$ cat src/rtl/rmj_pkg.sv
`default_nettype none
package rmj_pkg;

  localparam int DATA_W   = 32;
  localparam int FRAC_W   = 16;
  localparam int CFG_W    = 17;
  localparam logic [CFG_W-1:0] CFG_RESET = CFG_W'(1);

  localparam int PROD_W   = 2 * DATA_W;          // one 32x32 product
  localparam int SQ_W     = 2 * DATA_W;          // squared range
  localparam int ROOT_W   = SQ_W / 2;            // range
  localparam int R3_W     = SQ_W + ROOT_W;       // range cubed
  localparam int NUM_W    = R3_W + FRAC_W;       // widest numerator magnitude
  localparam int DEN_W    = R3_W;                // widest divisor
  localparam int Q_W      = DATA_W;              // quotient bits produced
  localparam int CMP_W    = DEN_W + Q_W;

  localparam int SQRT_LAT = ROOT_W;
  localparam int DIV_LAT  = Q_W + 2;
  localparam int PIPE_LAT = 2 + SQRT_LAT + 2 + DIV_LAT;

  localparam logic signed [DATA_W-1:0] SAT_MAX = {1'b0, {(DATA_W-1){1'b1}}};
  localparam logic signed [DATA_W-1:0] SAT_MIN = {1'b1, {(DATA_W-1){1'b0}}};

  typedef struct packed {
    logic [NUM_W-1:0] num;
    logic [DEN_W-1:0] den;
    logic             neg;
  } div_req_t;

  typedef struct packed {
    logic signed [DATA_W-1:0] px;
    logic signed [DATA_W-1:0] py;
    logic [SQ_W-1:0]          r2;
    logic                     tneg;
    logic [SQ_W-1:0]          tmag;
  } carry_t;

  typedef struct packed {
    logic signed [DATA_W-1:0] drange_dpx;
    logic signed [DATA_W-1:0] drange_dpy;
    logic signed [DATA_W-1:0] dbearing_dpx;
    logic signed [DATA_W-1:0] dbearing_dpy;
    logic signed [DATA_W-1:0] drate_dpx;
    logic signed [DATA_W-1:0] drate_dpy;
  } out_res_t;

endpackage
`default_nettype wire

$ cat src/rtl/rmj_sqrt.sv
`default_nettype none
// Pipelined integer square root, one root bit per stage.
module rmj_sqrt (
  input  logic                        clk,
  input  logic                        en,
  input  logic [rmj_pkg::SQ_W-1:0]    rad,
  output logic [rmj_pkg::ROOT_W-1:0]  root
);
  import rmj_pkg::*;

  localparam int T_W = SQ_W + 2;

  logic [SQ_W-1:0]   rem_w [0:ROOT_W];
  logic [ROOT_W-1:0] res_w [0:ROOT_W];
  logic [SQ_W-1:0]   rem_r [0:ROOT_W-1];
  logic [ROOT_W-1:0] res_r [0:ROOT_W-1];

  assign rem_w[0] = rad;
  assign res_w[0] = '0;

  for (genvar k = 0; k < ROOT_W; k++) begin : g_stage
    localparam int B = ROOT_W - 1 - k;
    logic [T_W-1:0] trial;
    logic           take;

    // (res + 2^B)^2 - res^2
    assign trial = (T_W'(res_w[k]) << (B + 1)) | (T_W'(1) << (2 * B));
    assign take  = T_W'(rem_w[k]) >= trial;

    always_ff @(posedge clk) begin
      if (en) begin
        rem_r[k] <= take ? rem_w[k] - SQ_W'(trial) : rem_w[k];
        res_r[k] <= take ? res_w[k] | (ROOT_W'(1) << B) : res_w[k];
      end
    end

    assign rem_w[k+1] = rem_r[k];
    assign res_w[k+1] = res_r[k];
  end

  assign root = res_w[ROOT_W];

endmodule
`default_nettype wire

$ cat config.mk
export PLATFORM = sky130hd
export DESIGN_NAME = rmj_sqrt
export DESIGN_NICKNAME = d
export VERILOG_FILES = /design/src/rtl/rmj_pkg.sv /design/src/rtl/rmj_sqrt.sv
export SDC_FILE = /design/constraint.sdc
export NUM_CORES = 2
export LEC_CHECK = 0
export BUFFER_PORTS_ARGS = -buffer_cell sky130_fd_sc_hd__buf_2
export CORE_ASPECT_RATIO = 2
export CORE_MARGIN = 3
export CORE_UTILIZATION = 49
export DETAILED_ROUTE_END_ITERATION = 12
export GPL_TIMING_DRIVEN = 0
export PLACE_DENSITY = 0.7
export SYNTH_ARGS = -nofsm -noshare
export SYNTH_HDL_FRONTEND = slang
export SYNTH_SLANG_ARGS = --single-unit
$ cat constraint.sdc
create_clock -name clk -period 3.7 [get_ports clk]
set_input_delay 0.74 -clock clk [delete_from_list [all_inputs] [get_ports clk]]
set_output_delay 0.74 -clock clk [all_outputs]
set_load 0.005 [all_outputs]
# --- Word-level counts from Yosys, hierarchy flattened ---
# Memory sizes are Yosys's and may differ from the RTL's.
# Index checks and enable logic that the tools add are counted.
classes:
  n_addsub: 32
  magnitude_cmp: 32
  muxes: 66
ops:
  columns: ["cell", "count"]
  rows:
  - ["2-to-1 mux 64 bit", 32]
  - [">= comparator 64 x 33 -> 1 bit", 1]
  - [">= comparator 64 x 34 -> 1 bit", 1]
  - [">= comparator 64 x 35 -> 1 bit", 1]
  - [">= comparator 64 x 36 -> 1 bit", 1]
  - [">= comparator 64 x 37 -> 1 bit", 1]
  - [">= comparator 64 x 38 -> 1 bit", 1]
  - [">= comparator 64 x 39 -> 1 bit", 1]
  - [">= comparator 64 x 40 -> 1 bit", 1]
  - [">= comparator 64 x 41 -> 1 bit", 1]
  - [">= comparator 64 x 42 -> 1 bit", 1]
  - [">= comparator 64 x 43 -> 1 bit", 1]
  - [">= comparator 64 x 44 -> 1 bit", 1]
  - [">= comparator 64 x 45 -> 1 bit", 1]
  - [">= comparator 64 x 46 -> 1 bit", 1]
  - [">= comparator 64 x 47 -> 1 bit", 1]
  - [">= comparator 64 x 48 -> 1 bit", 1]
  - [">= comparator 64 x 49 -> 1 bit", 1]
  - [">= comparator 64 x 50 -> 1 bit", 1]
  - [">= comparator 64 x 51 -> 1 bit", 1]
  - [">= comparator 64 x 52 -> 1 bit", 1]
  - [">= comparator 64 x 53 -> 1 bit", 1]
  - [">= comparator 64 x 54 -> 1 bit", 1]
  - [">= comparator 64 x 55 -> 1 bit", 1]
  - ["73 further kinds", 75]
word_totals:
  reg_bits: 0
  mem_bits_rw: 3072
  in_bits: 66
  output_inout_bits: 32
  elab_cells: 132
  n_memories: 2
mem_list:
  columns: ["name", "depth", "width", "rd", "rd_clocked_by_memory_dff", "write_ports", "line_no", "rtl"]
  rows:
  - ["rem_r", 32, 64, 31, 0, 32, "rmj_sqrt.sv:15", "logic [SQ_W-1:0] rem_r [0:ROOT_W-1];"]
  - ["res_r", 32, 32, 32, 0, 32, "rmj_sqrt.sv:16", "logic [ROOT_W-1:0] res_r [0:ROOT_W-1];"]

# --- Logic depth before layout (Yosys ltp) ---
# An unclocked memory read counts as a cell.
depth:
  word_depth: 3
  depth_mapped: 14
  mapped_depth_nobuf: 12

# --- Least setup slack after synthesis ---
# OpenSTA, ideal clock, no wires.
synth_timing:
  kind: "register -> register"
  from: "mem rem_r[11][38] (netlist name)"
  to: "mem rem_r[11][127] (netlist name) (data pin)"
  setup_ns: 0.258
  arrival_ns: 3.138
  t_required_ns: 3.442
  setup_slack_ns: 0.304
  path_stages_with_launch: 12
  path_buffers: 1
  synth_period_minus_slack_ns: 3.396
  path_cell_list: "edfxtp_1 -> ha_1 -> clkbuf_1 -> and4_1 -> nand4_1 -> or3_4 -> or4_1 -> o221a_2 -> a211oi_4 -> a21boi_4 -> nand3b_1 -> xnor2_1"
synth_rtl:
  columns: ["element", "line_no"]
  rows:
  - ["start, declared", "rmj_sqrt.sv:15"]

==> results.yml <==
power:
  pwr-share-seq: 0.453
  clkPwrFrac: 0.276
  p_comb_frac: 0.271
  p_sw_frac: 0.328
  peakVddDrop_mv: 0.582
  p_switching_uw: 28700
  power.density_nw_per_um2: 615
  internal-power_uw: 58700
  cellLeakagePower_uw: 0.0533
final_layout:
  drive_above_1_share: 0.153
  stdcell_count: 13746
  multi_input_comb_area_um2: 46900
  fin_util: 0.579
  area_delta_synth_final_pct: 17.3
  nets: 10950
  final_cell_mix: "edfxtp_1, inv_1, nor2_1"
  fill_cells: 19230
  seq_area_um2: 75400
  layout_commonest_cell: "edfxtp_1"
worst_setup_path:
  path_class: "reg2reg"
  path_max_fanout: 9
  arrival_ps: 5050
  start_kind: "flop"
  crit_required_ps: 4360
  worst_setup_path_end_kind: "flop"
synthesis:
  netlist_instances: 9688
  ys_async_sr_fraction: 0
  synth_flop_cell: "edfxtp_1"
  synth_area_per_cell_um2: 12.5
  yosysWarnings: 0
  syn-num-nets: 10312
  synth_cell_type_count: 102
  netlist_area_um2: 121000
  ys_seq_elements: 2512
  seq_area_frac_synth: 0.622
  synth_enable_flop_cells: 2512
global_route:
  track_usage: 0.320
  grt_pass1_vias: 87265
  grt_pass1_wl_um: 569000
  grt_max_degree: 195
  overflow: 0
  antenna_found_initial: 12
timing:
  setup_violations: 201
  hold_violations: 0
  fin_crit_ps: 4400
  tns_ps: -61200
  worst_pin_slew_ps: 1410
  grt_setup_unrepaired: "true"
  fin_hold_ws_ps: 34.8
  finalMaxSlewViolations: 0
  slew_headroom: 0.0502
  period_share: 1.19
  fin_ws_ps: -699
  fmax_mhz: 227
  clock_skew_ps: 85.7
die:
  fp.dieH_um: 709
  die_w_um: 358
  start_util: 0.493
  rows: 257
  io_pins: 98
  fp.dieArea_um2: 254000
  core_area_um2: 246000
drt:
  routedWlPerCell_um: 29.8
  drtIter0Drc: 5116
  first_pass_iters: 6
  vias_per_cell: 5.92
  postRouteAntennaNets: 0
  vias: 81352
  drc: 0
  routed_wl_um: 409000
min_path:
  min_path_type: "in2reg"
clocking:
  worstSkewPairLatency_ps: 930
  cts_buffer_depth: 4
  h-tree-depth: 4
  clockRootBuffer: "clkbuf_16"
  cts_made_buffers: 228
  cts_tree: "yes"
  clk_pin_slew_ps: 70
  cts_sinks: 2512
place:
  gp_congestion: 1.05
  dp.cells: 13057
  hpwl_um: 316000
  port_buffers: 97
outcome:
  violations: "setup timing"
  status: "finished, violations left"
flow_run:
  max-cap-violations: 0
[registers in the layout, indices dropped and copies added (netlist names)]
| signal | flops |
|---|---|
| res_r | 528 |
| rem_r | 1984 |
[critical path: stages, from the launching register on]
cell and delay, ps:
edfxtp_1 450, ha_4 300, nor2b_4 150, buf_12 180, nand4_1 520, nor4_1 410, nand4b_1 700, or4b_4 500
a21oi_4 70, clkinv_4 120, buf_12 180, buf_16 200, nand4_1 130, xnor2_1 170
[metal layers]
layer / vias to the layer above / GRT usage / part of all wire
met1: 39618 / 0.178 / 0.21
met2: 2503 / 0.666 / 0.59
met5: - / 0 / 0.000098
met4: 6 / 0.416 / 0.17
li1: 37524 / - / -
met3: 1701 / 0.0484 / 0.033
[cell families (layout without fill, tap and decap cells)]
| logic type | after synthesis | count (layout) | share of synthesized area |
|---|---|---|---|
| AOI/OAI and AO/OA | 1807 | 1809 | 0.0932 |
| other | 0 | 11 | 0 |
| DFF | 2512 | 2512 | 0.622 |
| buffers and inverters | 911 | 1719 | 0.0286 |
| adders and majority gates | 558 | 558 | 0.0576 |
| muxes | 90 | 90 | 0.00824 |
| xor gates and xnor gates | 889 | 889 | 0.0642 |
| and+or+nand+nor | 2921 | 2921 | 0.126 |
[final cells by class]
cell class                      count  share of cell area
Multi-Input combinational cell   6267               0.330
Inverter                          705              0.0188
Buffer                            154             0.00920
Sequential cell                  2512               0.530
Clock inverter                    136             0.00996
Antenna cell                       11            0.000194
Tap cell                         3237              0.0285
Clock buffer                      266              0.0417
Timing Repair Buffer              458              0.0313
[power by group through the flow]
stage	sequential [µW]	combinational, µW	clock (µW)
after floorplan	38300	13400	0
after global placement	41500	18900	0
final	39600	23700	24100
after CTS	39500	22500	24300
after global routing	39800	25400	25400
after detailed placement	39900	20500	0
[synth_stat cells (95+ instances only)]
master,n,area share
nand2b_1,111,0.0057
nor3_1,268,0.011
ha_1,558,0.058
a21oi_1,626,0.026
nand2_1,591,0.018
xnor2_1,501,0.036
nand4_1,162,0.0084
or3_1,95,0.0049
nand3_1,208,0.0086
nor2_1,664,0.021
inv_1,702,0.022
nor4_1,328,0.017
edfxtp_1,2512,0.62
clkbuf_1,166,0.0051
o21ai_0,397,0.016
xor2_1,388,0.028
a21o_1,229,0.014
[path summary, 6_finish.rpt]
kind                 start             end  slack, ps  cells after the start
min reg2reg    rem_r[4][1]    rem_r[4][65]        410                      0
max reg2reg  rem_r[12][38]  rem_r[12][109]       -700                     13
min                rad[43]    rem_r[0][43]         30                      1
max          rem_r[12][38]  rem_r[12][109]       -700                     13
[per-stage QoR]
| stage | power (µW) | area, µm² | setup slack (ps) |
|---|---|---|---|
| 2_1_floorplan | 51800 | 121000 | 304 |
| 3_3_place_gp | 60300 | 126000 | -37430 |
| 3_5_place_dp | 60400 | 127000 | -3260 |
| 4_1_cts | 86300 | 140000 | -444 |
| 5_1_grt | 90700 | 142000 | -709 |
| 6_report | 87400 | 142000 | -699 |
[repair_timing]
action	in CTS	in global routing
gates cloned	13	5
hold buffers	55	0
endpoints found under the setup margin	1050	789
endpoints found under the hold margin	55	0
pin swaps	135	121
buffers inserted	162	110
resized for setup	834	382
(Power assumes the default switching activity.)
